--- src/hw/rtl/rmd160_pkg.sv ---
`timescale 1ns / 1ps
// ----------------------------------------------------------------------------
// rmd160_pkg
// constants, step tables and helper functions for the ripemd-160 engine
// ----------------------------------------------------------------------------
package rmd160_pkg;

  localparam int unsigned STEPS = 80;

  localparam logic [31:0] IV0 = 32'h67452301;
  localparam logic [31:0] IV1 = 32'hEFCDAB89;
  localparam logic [31:0] IV2 = 32'h98BADCFE;
  localparam logic [31:0] IV3 = 32'h10325476;
  localparam logic [31:0] IV4 = 32'hC3D2E1F0;

  localparam logic [0:79][3:0] SEL_L = {
    4'd0, 4'd1, 4'd2, 4'd3, 4'd4, 4'd5, 4'd6, 4'd7,
    4'd8, 4'd9, 4'd10, 4'd11, 4'd12, 4'd13, 4'd14, 4'd15,
    4'd7, 4'd4, 4'd13, 4'd1, 4'd10, 4'd6, 4'd15, 4'd3,
    4'd12, 4'd0, 4'd9, 4'd5, 4'd2, 4'd14, 4'd11, 4'd8,
    4'd3, 4'd10, 4'd14, 4'd4, 4'd9, 4'd15, 4'd8, 4'd1,
    4'd2, 4'd7, 4'd0, 4'd6, 4'd13, 4'd11, 4'd5, 4'd12,
    4'd1, 4'd9, 4'd11, 4'd10, 4'd0, 4'd8, 4'd12, 4'd4,
    4'd13, 4'd3, 4'd7, 4'd15, 4'd14, 4'd5, 4'd6, 4'd2,
    4'd4, 4'd0, 4'd5, 4'd9, 4'd7, 4'd12, 4'd2, 4'd10,
    4'd14, 4'd1, 4'd3, 4'd8, 4'd11, 4'd6, 4'd15, 4'd13};

  localparam logic [0:79][3:0] SEL_R = {
    4'd5, 4'd14, 4'd7, 4'd0, 4'd9, 4'd2, 4'd11, 4'd4,
    4'd13, 4'd6, 4'd15, 4'd8, 4'd1, 4'd10, 4'd3, 4'd12,
    4'd6, 4'd11, 4'd3, 4'd7, 4'd0, 4'd13, 4'd5, 4'd10,
    4'd14, 4'd15, 4'd8, 4'd12, 4'd4, 4'd9, 4'd1, 4'd2,
    4'd15, 4'd5, 4'd1, 4'd3, 4'd7, 4'd14, 4'd6, 4'd9,
    4'd11, 4'd8, 4'd12, 4'd2, 4'd10, 4'd0, 4'd4, 4'd13,
    4'd8, 4'd6, 4'd4, 4'd1, 4'd3, 4'd11, 4'd15, 4'd0,
    4'd5, 4'd12, 4'd2, 4'd13, 4'd9, 4'd7, 4'd10, 4'd14,
    4'd12, 4'd15, 4'd10, 4'd4, 4'd1, 4'd5, 4'd8, 4'd7,
    4'd6, 4'd2, 4'd13, 4'd14, 4'd0, 4'd3, 4'd9, 4'd11};

  localparam logic [0:79][4:0] ROT_L = {
    5'd11, 5'd14, 5'd15, 5'd12, 5'd5, 5'd8, 5'd7, 5'd9,
    5'd11, 5'd13, 5'd14, 5'd15, 5'd6, 5'd7, 5'd9, 5'd8,
    5'd7, 5'd6, 5'd8, 5'd13, 5'd11, 5'd9, 5'd7, 5'd15,
    5'd7, 5'd12, 5'd15, 5'd9, 5'd11, 5'd7, 5'd13, 5'd12,
    5'd11, 5'd13, 5'd6, 5'd7, 5'd14, 5'd9, 5'd13, 5'd15,
    5'd14, 5'd8, 5'd13, 5'd6, 5'd5, 5'd12, 5'd7, 5'd5,
    5'd11, 5'd12, 5'd14, 5'd15, 5'd14, 5'd15, 5'd9, 5'd8,
    5'd9, 5'd14, 5'd5, 5'd6, 5'd8, 5'd6, 5'd5, 5'd12,
    5'd9, 5'd15, 5'd5, 5'd11, 5'd6, 5'd8, 5'd13, 5'd12,
    5'd5, 5'd12, 5'd13, 5'd14, 5'd11, 5'd8, 5'd5, 5'd6};

  localparam logic [0:79][4:0] ROT_R = {
    5'd8, 5'd9, 5'd9, 5'd11, 5'd13, 5'd15, 5'd15, 5'd5,
    5'd7, 5'd7, 5'd8, 5'd11, 5'd14, 5'd14, 5'd12, 5'd6,
    5'd9, 5'd13, 5'd15, 5'd7, 5'd12, 5'd8, 5'd9, 5'd11,
    5'd7, 5'd7, 5'd12, 5'd7, 5'd6, 5'd15, 5'd13, 5'd11,
    5'd9, 5'd7, 5'd15, 5'd11, 5'd8, 5'd6, 5'd6, 5'd14,
    5'd12, 5'd13, 5'd5, 5'd14, 5'd13, 5'd13, 5'd7, 5'd5,
    5'd15, 5'd5, 5'd8, 5'd11, 5'd14, 5'd14, 5'd6, 5'd14,
    5'd6, 5'd9, 5'd12, 5'd9, 5'd12, 5'd5, 5'd15, 5'd8,
    5'd8, 5'd5, 5'd12, 5'd9, 5'd12, 5'd5, 5'd14, 5'd6,
    5'd8, 5'd13, 5'd6, 5'd5, 5'd15, 5'd13, 5'd11, 5'd11};

  localparam logic [0:4][31:0] ADD_L = {
    32'h00000000, 32'h5A827999, 32'h6ED9EBA1, 32'h8F1BBCDC, 32'hA953FD4E};
  localparam logic [0:4][31:0] ADD_R = {
    32'h50A28BE6, 32'h5C4DD124, 32'h6D703EF3, 32'h7A6D76E9, 32'h00000000};

  typedef logic [31:0] word_t;
  typedef word_t [4:0] line_t;

  typedef struct packed {
    logic [31:0] w0;
    logic [31:0] w1;
    logic [31:0] w2;
    logic [31:0] w3;
    logic [31:0] w4;
  } digest_t;

  function automatic word_t rol(input word_t x, input logic [4:0] s);
    logic [63:0] d;
    d = {x, x} << s;
    return d[63:32];
  endfunction

  function automatic word_t boolfn(input logic [2:0] j, input word_t x, input word_t y,
                                   input word_t z);
    word_t r;
    case (j)
      3'd0:    r = x ^ y ^ z;
      3'd1:    r = (x & y) | (~x & z);
      3'd2:    r = (x | ~y) ^ z;
      3'd3:    r = (x & z) | (y & ~z);
      default: r = x ^ (y | ~z);
    endcase
    return r;
  endfunction

endpackage

--- src/hw/rtl/rmd160_if.sv ---
`timescale 1ns / 1ps
// ----------------------------------------------------------------------------
// rmd160 channel interfaces
// valid/ready channels for message items and digest items
// ----------------------------------------------------------------------------
interface rmd160_in_if;
  logic       valid;
  logic       ready;
  logic       kind;
  logic [7:0] data_byte;
  modport source (output valid, kind, data_byte, input ready);
  modport sink (input valid, kind, data_byte, output ready);
endinterface

interface rmd160_out_if;
  logic        valid;
  logic        ready;
  logic [31:0] digest_word0;
  logic [31:0] digest_word1;
  logic [31:0] digest_word2;
  logic [31:0] digest_word3;
  logic [31:0] digest_word4;
  modport source (output valid, digest_word0, digest_word1, digest_word2, digest_word3,
                  digest_word4, input ready);
  modport sink (input valid, digest_word0, digest_word1, digest_word2, digest_word3,
                digest_word4, output ready);
endinterface

--- src/hw/rtl/rmd160_round.sv ---
`timescale 1ns / 1ps
// ----------------------------------------------------------------------------
// rmd160_round
// one step of the left and right lines, shared over all 80 steps
// ----------------------------------------------------------------------------
module rmd160_round (
  input  logic [6:0]             step,
  input  rmd160_pkg::word_t      xl,
  input  rmd160_pkg::word_t      xr,
  input  rmd160_pkg::line_t      wl,
  input  rmd160_pkg::line_t      wr,
  output rmd160_pkg::line_t      wl_next,
  output rmd160_pkg::line_t      wr_next
);
  import rmd160_pkg::*;

  logic [2:0] rnd;
  word_t      tl, tr;

  assign rnd = step[6:4];

  assign tl = rol(wl[0] + boolfn(rnd, wl[1], wl[2], wl[3]) + xl + ADD_L[rnd],
                  ROT_L[step]) + wl[4];
  assign tr = rol(wr[0] + boolfn(3'd4 - rnd, wr[1], wr[2], wr[3]) + xr + ADD_R[rnd],
                  ROT_R[step]) + wr[4];

  assign wl_next = {wl[3], rol(wl[2], 5'd10), wl[1], tl, wl[4]};
  assign wr_next = {wr[3], rol(wr[2], 5'd10), wr[1], tr, wr[4]};
endmodule

--- src/hw/rtl/ripemd160_hash_top.sv ---
`timescale 1ns / 1ps
// data byte: taken when idle; filling a 64-byte block starts 80 steps and fold
// end item: marker byte, padding bytes, then one compression per block,
// then the digest item is held until taken; no item is taken during compression
// the round datapath is one step of both lines per cycle
// reset (synchronous) restores the initial chaining words and zero length
// ----------------------------------------------------------------------------
// ripemd160_hash_top
// ripemd-160 digest engine: byte packing, padding, iterative compression
// ----------------------------------------------------------------------------
module ripemd160_hash_top (
  input logic        clk,
  input logic        rst,
  rmd160_in_if.sink  in_ch,
  rmd160_out_if.source out_ch
);
  import rmd160_pkg::*;

  localparam logic [2:0] S_IDLE = 3'd0;
  localparam logic [2:0] S_COMP = 3'd1;
  localparam logic [2:0] S_FOLD = 3'd2;
  localparam logic [2:0] S_PAD  = 3'd3;
  localparam logic [2:0] S_OUT  = 3'd4;

  logic [2:0]  state;
  logic [6:0]  step;
  logic        padding;
  logic        tail_long;
  logic [63:0] byte_count;
  logic [63:0] bits;
  logic [5:0]  pos;
  word_t       blk [16];
  line_t       cv, wl, wr, wl_n, wr_n;
  word_t       xl, xr;
  logic [7:0]  wbyte;
  logic        wen;
  digest_t     dig;

  rmd160_round u_round (
    .step(step), .xl(xl), .xr(xr), .wl(wl), .wr(wr), .wl_next(wl_n), .wr_next(wr_n)
  );

  assign xl = blk[SEL_L[step]];
  assign xr = blk[SEL_R[step]];

  assign in_ch.ready = (state == S_IDLE);
  assign out_ch.valid = (state == S_OUT);
  assign out_ch.digest_word0 = dig.w0;
  assign out_ch.digest_word1 = dig.w1;
  assign out_ch.digest_word2 = dig.w2;
  assign out_ch.digest_word3 = dig.w3;
  assign out_ch.digest_word4 = dig.w4;

  // byte for the current position: input data or marker, then zeros, then length
  always_comb begin
    wen = 1'b0;
    wbyte = in_ch.data_byte;
    if (state == S_IDLE && in_ch.valid) begin
      wen = 1'b1;
      wbyte = in_ch.kind ? 8'h80 : in_ch.data_byte;
    end else if (state == S_PAD) begin
      wen = 1'b1;
      // a long tail leaves the length for the extra block
      if (pos >= 6'd56 && !tail_long) wbyte = bits[8 * pos[2:0] +: 8];
      else wbyte = 8'h00;
    end
  end

  always_ff @(posedge clk) begin
    if (wen) blk[pos[5:2]][8 * pos[1:0] +: 8] <= wbyte;
  end

  always_ff @(posedge clk) begin
    if (rst) begin
      state <= S_IDLE;
      step <= '0;
      padding <= 1'b0;
      tail_long <= 1'b0;
      byte_count <= '0;
      pos <= '0;
      cv <= {IV4, IV3, IV2, IV1, IV0};
    end else begin
      case (state)
        S_IDLE: begin
          if (in_ch.valid) begin
            pos <= pos + 6'd1;
            padding <= in_ch.kind;
            if (in_ch.kind) begin
              bits <= {byte_count[60:0], 3'b000};
              tail_long <= (pos >= 6'd56);
            end else begin
              byte_count <= byte_count + 64'd1;
            end
            if (pos == 6'd63) begin
              state <= S_COMP;
              step <= '0;
              wl <= cv;
              wr <= cv;
            end else if (in_ch.kind) begin
              state <= S_PAD;
            end
          end
        end
        S_PAD: begin
          pos <= pos + 6'd1;
          if (pos == 6'd63) begin
            state <= S_COMP;
            step <= '0;
            wl <= cv;
            wr <= cv;
          end
        end
        S_COMP: begin
          wl <= wl_n;
          wr <= wr_n;
          if (step == 7'(STEPS - 1)) begin
            state <= S_FOLD;
            step <= '0;
          end else begin
            step <= step + 7'd1;
          end
        end
        S_FOLD: begin
          cv[0] <= cv[1] + wl[2] + wr[3];
          cv[1] <= cv[2] + wl[3] + wr[4];
          cv[2] <= cv[3] + wl[4] + wr[0];
          cv[3] <= cv[4] + wl[0] + wr[1];
          cv[4] <= cv[0] + wl[1] + wr[2];
          if (!padding) begin
            state <= S_IDLE;
          end else if (tail_long) begin
            // a tail too long for the length field needs one more block
            tail_long <= 1'b0;
            state <= S_PAD;
          end else begin
            state <= S_OUT;
          end
          dig <= {cv[1] + wl[2] + wr[3], cv[2] + wl[3] + wr[4], cv[3] + wl[4] + wr[0],
                  cv[4] + wl[0] + wr[1], cv[0] + wl[1] + wr[2]};
        end
        S_OUT: begin
          if (out_ch.ready) begin
            state <= S_IDLE;
            byte_count <= '0;
            pos <= '0;
            padding <= 1'b0;
            tail_long <= 1'b0;
            cv <= {IV4, IV3, IV2, IV1, IV0};
          end
        end
        default: state <= S_IDLE;
      endcase
    end
  end
endmodule
--- src/flat_wrapper.sv ---
// flat-port wrapper written by rule: the top's interface ports become plain ports
module ripemd160_hash_top_flat import rmd160_pkg::*;
  (clk, rst, in_ch_valid, in_ch_kind, in_ch_data_byte, in_ch_ready, out_ch_valid, out_ch_digest_word0, out_ch_digest_word1, out_ch_digest_word2, out_ch_digest_word3, out_ch_digest_word4, out_ch_ready);
  rmd160_in_if in_ch_i ();
  rmd160_out_if out_ch_i ();
  input logic clk;
  input logic rst;
  input wire logic [$bits(in_ch_i.valid)-1:0] in_ch_valid;
  input wire logic [$bits(in_ch_i.kind)-1:0] in_ch_kind;
  input wire logic [$bits(in_ch_i.data_byte)-1:0] in_ch_data_byte;
  output wire logic [$bits(in_ch_i.ready)-1:0] in_ch_ready;
  output wire logic [$bits(out_ch_i.valid)-1:0] out_ch_valid;
  output wire logic [$bits(out_ch_i.digest_word0)-1:0] out_ch_digest_word0;
  output wire logic [$bits(out_ch_i.digest_word1)-1:0] out_ch_digest_word1;
  output wire logic [$bits(out_ch_i.digest_word2)-1:0] out_ch_digest_word2;
  output wire logic [$bits(out_ch_i.digest_word3)-1:0] out_ch_digest_word3;
  output wire logic [$bits(out_ch_i.digest_word4)-1:0] out_ch_digest_word4;
  input wire logic [$bits(out_ch_i.ready)-1:0] out_ch_ready;
  assign in_ch_i.valid = in_ch_valid;
  assign in_ch_i.kind = in_ch_kind;
  assign in_ch_i.data_byte = in_ch_data_byte;
  assign in_ch_ready = in_ch_i.ready;
  assign out_ch_valid = out_ch_i.valid;
  assign out_ch_digest_word0 = out_ch_i.digest_word0;
  assign out_ch_digest_word1 = out_ch_i.digest_word1;
  assign out_ch_digest_word2 = out_ch_i.digest_word2;
  assign out_ch_digest_word3 = out_ch_i.digest_word3;
  assign out_ch_digest_word4 = out_ch_i.digest_word4;
  assign out_ch_i.ready = out_ch_ready;
  ripemd160_hash_top u_core (.clk(clk), .rst(rst), .in_ch(in_ch_i), .out_ch(out_ch_i));
endmodule
--- config.mk ---
export PLATFORM = sky130hd
export DESIGN_NAME = ripemd160_hash_top_flat
export DESIGN_NICKNAME = d
export VERILOG_FILES = /design/src/hw/rtl/rmd160_pkg.sv /design/src/hw/rtl/rmd160_if.sv /design/src/hw/rtl/rmd160_round.sv /design/src/hw/rtl/ripemd160_hash_top.sv /design/src/flat_wrapper.sv
export SDC_FILE = /design/constraint.sdc
export NUM_CORES = 2
export LEC_CHECK = 0
export BUFFER_PORTS_ARGS = -buffer_cell sky130_fd_sc_hd__buf_2
export CORE_MARGIN = 2
export CORE_UTILIZATION = 45
export DETAILED_ROUTE_END_ITERATION = 12
export SLEW_MARGIN = 20
export SYNTH_ARGS = -nofsm -noshare
export SYNTH_HDL_FRONTEND = slang
export SYNTH_SLANG_ARGS = --single-unit
export TNS_END_PERCENT = 100
--- constraint.sdc ---
create_clock -name clk -period 22.2 [get_ports clk]
set_clock_uncertainty 0.1 [all_clocks]
set_input_delay 3.33 -clock clk [delete_from_list [all_inputs] [get_ports clk]]
set_output_delay 3.33 -clock clk [all_outputs]
set_load 0.01 [all_outputs]
After elaboration in Yosys (flattened, before gate mapping)
Memories as Yosys holds them, arrays and structs flattened.
Index checks and enable logic that the tools add are counted.
Word-level totals
  register bits: 783
  bits in read-only memories: 2816
  bits of input ports: 13
  output and inout bits: 162
  memories: 7
  bits in writable memories: 512
Memory list
  (name not given): depth 128, bits a word 5, rd ports 1, clocked after Yosys merged registers in 0, write ports 0, RTL line rmd160_round.sv:25  | ROT_R[step]) + wr[4];
  (name not given): depth 128, bits a word 5, rd ports 1, clocked after Yosys merged registers in 0, write ports 0, RTL line rmd160_round.sv:23  | ROT_L[step]) + wl[4];
  (name not given): depth 128, bits a word 4, rd ports 1, clocked after Yosys merged registers in 0, write ports 0, RTL line ripemd160_hash_top.sv:43  | assign xl = blk[SEL_L[step]];
  (name not given): depth 128, bits a word 4, rd ports 1, clocked after Yosys merged registers in 0, write ports 0, RTL line ripemd160_hash_top.sv:44  | assign xr = blk[SEL_R[step]];
  u_core.blk: depth 16, bits a word 32, rd ports 2, clocked after Yosys merged registers in 0, write ports 1, RTL line ripemd160_hash_top.sv:32  | word_t blk [16];
  (name not given): depth 8, bits a word 32, rd ports 1, clocked after Yosys merged registers in 0, write ports 0, RTL line rmd160_round.sv:24  | assign tr = rol(wr[0] + boolfn(3'd4 - rnd, wr[1], wr[2], wr[3]) + xr + ADD_R[rnd],
  +1 memories
Cells by class
  bitwise operators: 33
  equality and inequality tests: 20
  magnitude comparators: 3
  shift operators: 5
  add/sub/neg operators: 23
  mux-type cells: 57
  reductions and logical operators: 21
Operator list (count)
  160-bit case mux with 3 select lines: 2
  160-bit 2-to-1 mux: 5
  32-bit adder: 18
  160-bit case mux with 2 select lines: 1
  32-bit bitwise AND: 8
  32-bit OR: 8
  32-bit case mux with 4 select lines: 2
  32-bit XOR: 8
  64-bit 2-to-1 mux: 3
  32-bit inverter: 6
  32-bit 2-to-1 mux: 5
  64-bit case mux with 2 select lines: 1
  64-bit by 5-bit left shift with 64-bit output: 2
  64-bit by 1-bit adder with 64-bit output, second input constant: 1
  64-bit by 7-bit indexed part select with 8-bit output: 1
  5-bit negator with 34-bit output: 1
  8-bit by 34-bit variable shift with 32-bit output, first input constant: 1
  8-bit by 34-bit indexed part select with 32-bit output: 1
  8-bit 2-to-1 mux: 4
  3-bit 2-to-1 mux: 8
  7-bit 2-to-1 mux: 3
  7-bit case mux with 3 select lines: 1
  5-bit 2-to-1 mux: 4
  3-bit by 2-bit == test with 1-bit output, second input constant: 6
  32 further kinds: 62

Logic depth before layout (Yosys ltp)
  word-level depth: 10
  mapped depth: 52
  mapped depth without buffers: 47

Cells and area by module
A second synthesis with hierarchy kept.
Unflattened totals
  cells, all modules: 8095
  area total of the unflattened synthesis: 85135.4 sq um
Modules (own cells, without submodules)
  ripemd160_hash_top: cells an instance 5253, area an instance 64109.0 sq um, instances 1
  rmd160_round: cells an instance 2842, area an instance 21026.4 sq um, instances 1

Least setup slack after synthesis
OpenSTA, ideal clock, no wires.
  kind: in2reg
  start point: input port in_ch_valid
  end point: register u_core.wl[0] (netlist name), enable pin
  buffers on the path: 0
  setup slack: 3083 ps
  stages: 4
  required time: 21059 ps
  data arrival time: 17976 ps
  cells stage by stage: a21o_1 -> nand2_1 -> a21oi_1 -> nor2b_1
Between the ends
  longest elaborated chain between the ends: 2
Ends and longest elaborated chain
  from (decl): RTL line flat_wrapper.sv:8  | input wire logic [$bits(in_ch_i.valid)-1:0] in_ch_valid;
  2-bit != test (no source line)
  3-bit AND reduction (no source line)
  to (signal assigned): RTL line ripemd160_hash_top.sv:97  | wl <= cv;
  to (signal assigned): RTL line ripemd160_hash_top.sv:109  | wl <= cv;
  to (signal assigned): RTL line ripemd160_hash_top.sv:114  | wl <= wl_n;
  to (decl): RTL line ripemd160_hash_top.sv:33  | line_t cv, wl, wr, wl_n, wr_n;
No other way between the ends.
A chain may end at the register's enable or synchronous reset.

Worst setup path in the final report
  start point: register u_core.step[2]
  end point: register u_core.wr[60] (netlist name) (data pin)
Between the ends
  longest elaborated chain between the ends: 10
Ends and longest elaborated chain
  from (decl): RTL line ripemd160_hash_top.sv:26  | logic [6:0] step;
  from (signal assigned): RTL line ripemd160_hash_top.sv:120  | step <= step + 7'd1;
  7-bit inverter with 8-bit output (implied by the code) (*): RTL line rmd160_round.sv:25, ripemd160_hash_top.sv:44
  memory 128 x 4 bit
  4-bit 2-to-1 mux (implied by the code) (2 in a row): RTL line ripemd160_hash_top.sv:44
  memory 16 x 32 bit
  32-bit adder (2 in a row): RTL line rmd160_round.sv:24
  64-bit by 5-bit left shift with 64-bit output (*): RTL line rmd160_pkg.sv:82  | d = {x, x} << s;
  32-bit adder (*): RTL line rmd160_round.sv:25
  160-bit case mux with 3 select lines (*): RTL line ripemd160_hash_top.sv:83  | case (state)
  to (signal assigned): RTL line ripemd160_hash_top.sv:98  | wr <= cv;
  to (signal assigned): RTL line ripemd160_hash_top.sv:110  | wr <= cv;
  to (signal assigned): RTL line ripemd160_hash_top.sv:115  | wr <= wr_n;
  to (decl): RTL line ripemd160_hash_top.sv:33
Mark *: on every way between the ends. The rest lies on a longest branch, timed or not. The select of a mux whose other input is x is not followed.

==> flow_summary.yaml <==
detailed_routing:
  dr.first_iter.drc_count: 8756
  via_per_inst: 6.189
  wl_per_cell_microns: 28.24
  wirelength_microns: 319000
  vias: 69907
  antenna_left: 0
  dr.max_layer_used: "met5"
  met1_length_microns: 124800
  wl_met3_microns: 31780
  drc_errors: 0
  dr.pass1.iters: 9
  wl_met2_microns: 139700
floorplan:
  die-area_sq_mm: 0.1898
  die_w_microns: 435.6
  io_pins: 175
  rows: 158
  core_area_sq_mm: 0.1852
  die_h_microns: 435.6
  start_util: 0.4526
worst_setup_path:
  crit_family: "compound AO/OA/AOI/OAI gates"
  crit_path_start_kind: "flop"
  cp_slowest_stage_delay_ns: 0.85
  arrival_ns: 15.41
  crit_top_cell: "a211oi_1"
  crit_buf_inv: 5
  slowest_stage: "o221ai_4"
  critical_path_required_ns: 22.67
  critPathMaxFanout: 63
  worst_setup_path_end_kind: "flop"
  criticalPathCategory: "flop to flop"
clock_tree:
  clk_pin_slew_ns: 0.06
  cts_tree: "done"
  cts.sinks: 1292
  cts_setup_buffers: 0
  clock_tree.buffer_depth: 3
  cts_resized: 0
  cts_buffers: 148
  htreeDepth: 4
  holdBufCountCts: 0
  root_buffer: "clkbuf_16"
  clock_latency_ns: 0.85
timing:
  hold_viol: 0
  rsz0062_at_grt: "false"
  tightest_slew_ns: 1.233
  drv_slew: 0
  fin_crit_ns: 14.94
  fmax_mhz: 66.94
  hold_ws_ns: 0.3634
  totalNegativeSetupSlack_ns: 0
  finalSetupViolations: 0
  slew-limit-headroom: 0.1695
  finalCritPeriodShare: 0.6729
final_layout:
  syn_to_final_growth_pct: 10.00
  multi_input_area_sq_mm: 0.04422
  seqCellArea_sq_mm: 0.03641
  drive_gt1_frac: 0.07739
  final_common_cell: "nand2_1"
  stdcell_count: 11295
  layout_common_cells: "nand2_1, edfxtp_1, nor2_1, a21oi_1, o21ai_0"
  nets: 9352
  fill_cells: 16955
synthesis:
  ys_seq_area_frac: 0.4343
  synth-seq-cells: 1292
  synthCells: 8716
  avgSynthCellArea_sq_um: 9.618
  async_reset_ff_frac: 0
  synthesis.nets: 9378
  synth-edff-count: 1053
  ys_types: 102
  yosysWarnings: 0
  ys.flop_type: "edfxtp_1"
  syn_area_sq_mm: 0.08383
place:
  place_inst: 11020
  portBuffers: 174
  gp_congestion: 1.027
  dp_hpwl_microns: 233600
global_route:
  antenna_found_initial: 5
  grt_pass1_vias: 66504
  grt_overflow: 0
  grt_start_max_net_pins: 157
  grtUsageTotal: 0.3286
  grt_first_pass_wirelength_microns: 456900
run:
  cap_violations: 0
outcome:
  status: "finished clean"
worst_hold_path:
  hold_class: "flop to flop"
cells by family after synthesis:
group | synth area share
simple gates | 0.1666
compound gates | 0.1557
flops | 0.4343
buf+inv | 0.04199
fa+ha+maj | 0.1223
xor+xnor | 0.04387
mux | 0.03525
area by class of cell:
type                       instances  share of cell area
multi-input combinational       6525              0.4795
sequential                      1292              0.3948
clock buffer                     200             0.04495
tap                             2480             0.03365
timing repair buffer             298             0.02052
inverter                         425             0.01738
clock inverter                    72            0.009104
antenna                            3          0.00008141
flip-flops by register name (all words and copies together), names as in the netlist, 61 cells and up:
signal	flops
u_core.byte_count	61
u_core.wl	160
u_core.wr	160
u_core.bits	61
u_core.cv	160
u_core.blk	512
per-stage QoR:
stage / setup WS, ns / area [sq um] / utilization
after global routing: 6.628 / 92210 / 0.4978
after detailed placement: 7.496 / 87200 / 0.4707
final: 7.261 / 92210 / 0.4978
after CTS: 7.423 / 92180 / 0.4976
after floorplan: 3.083 / 83830 / -
after global placement: 7.593 / 87170 / 0.4706
routing by layer:
layer,global-route usage,vias to the layer above
met2,0.5013,3701
met1,0.4300,34407
met3,0.06496,708
met4,0.2041,4
met5,0,-
li1,-,31087
synth_stat cells, types with 176 or more instances:
library cell | number | area, sq um
xor2_1 | 176 | 1541
edfxtp_1 | 1053 | 31620
mux2i_1 | 221 | 2212
a21oi_1 | 453 | 2267
ha_1 | 365 | 4567
xnor2_1 | 242 | 2120
clkbuf_1 | 378 | 1419
dfxtp_1 | 239 | 4785
o21ai_0 | 425 | 2127
nor2_1 | 496 | 1862
fa_1 | 284 | 5685
nand3_1 | 247 | 1236
inv_1 | 414 | 1554
nand2_1 | 1825 | 6850
path summary, 6_finish.rpt:
check                                           start              end  slack, ns  depth (start not counted)
worst max-delay path                   u_core.step[2]    u_core.wr[60]       7.26                         43
worst min-delay path            u_core.byte_count[60]  u_core.bits[63]       0.36                          0
worst max register to register         u_core.step[2]    u_core.wr[60]       7.26                         43
worst min register to register  u_core.byte_count[60]  u_core.bits[63]       0.36                          0
Power is left out: the tool's default activity adds up to more than one toggle a clock period on the data nets, which glitch-free logic cannot reach.
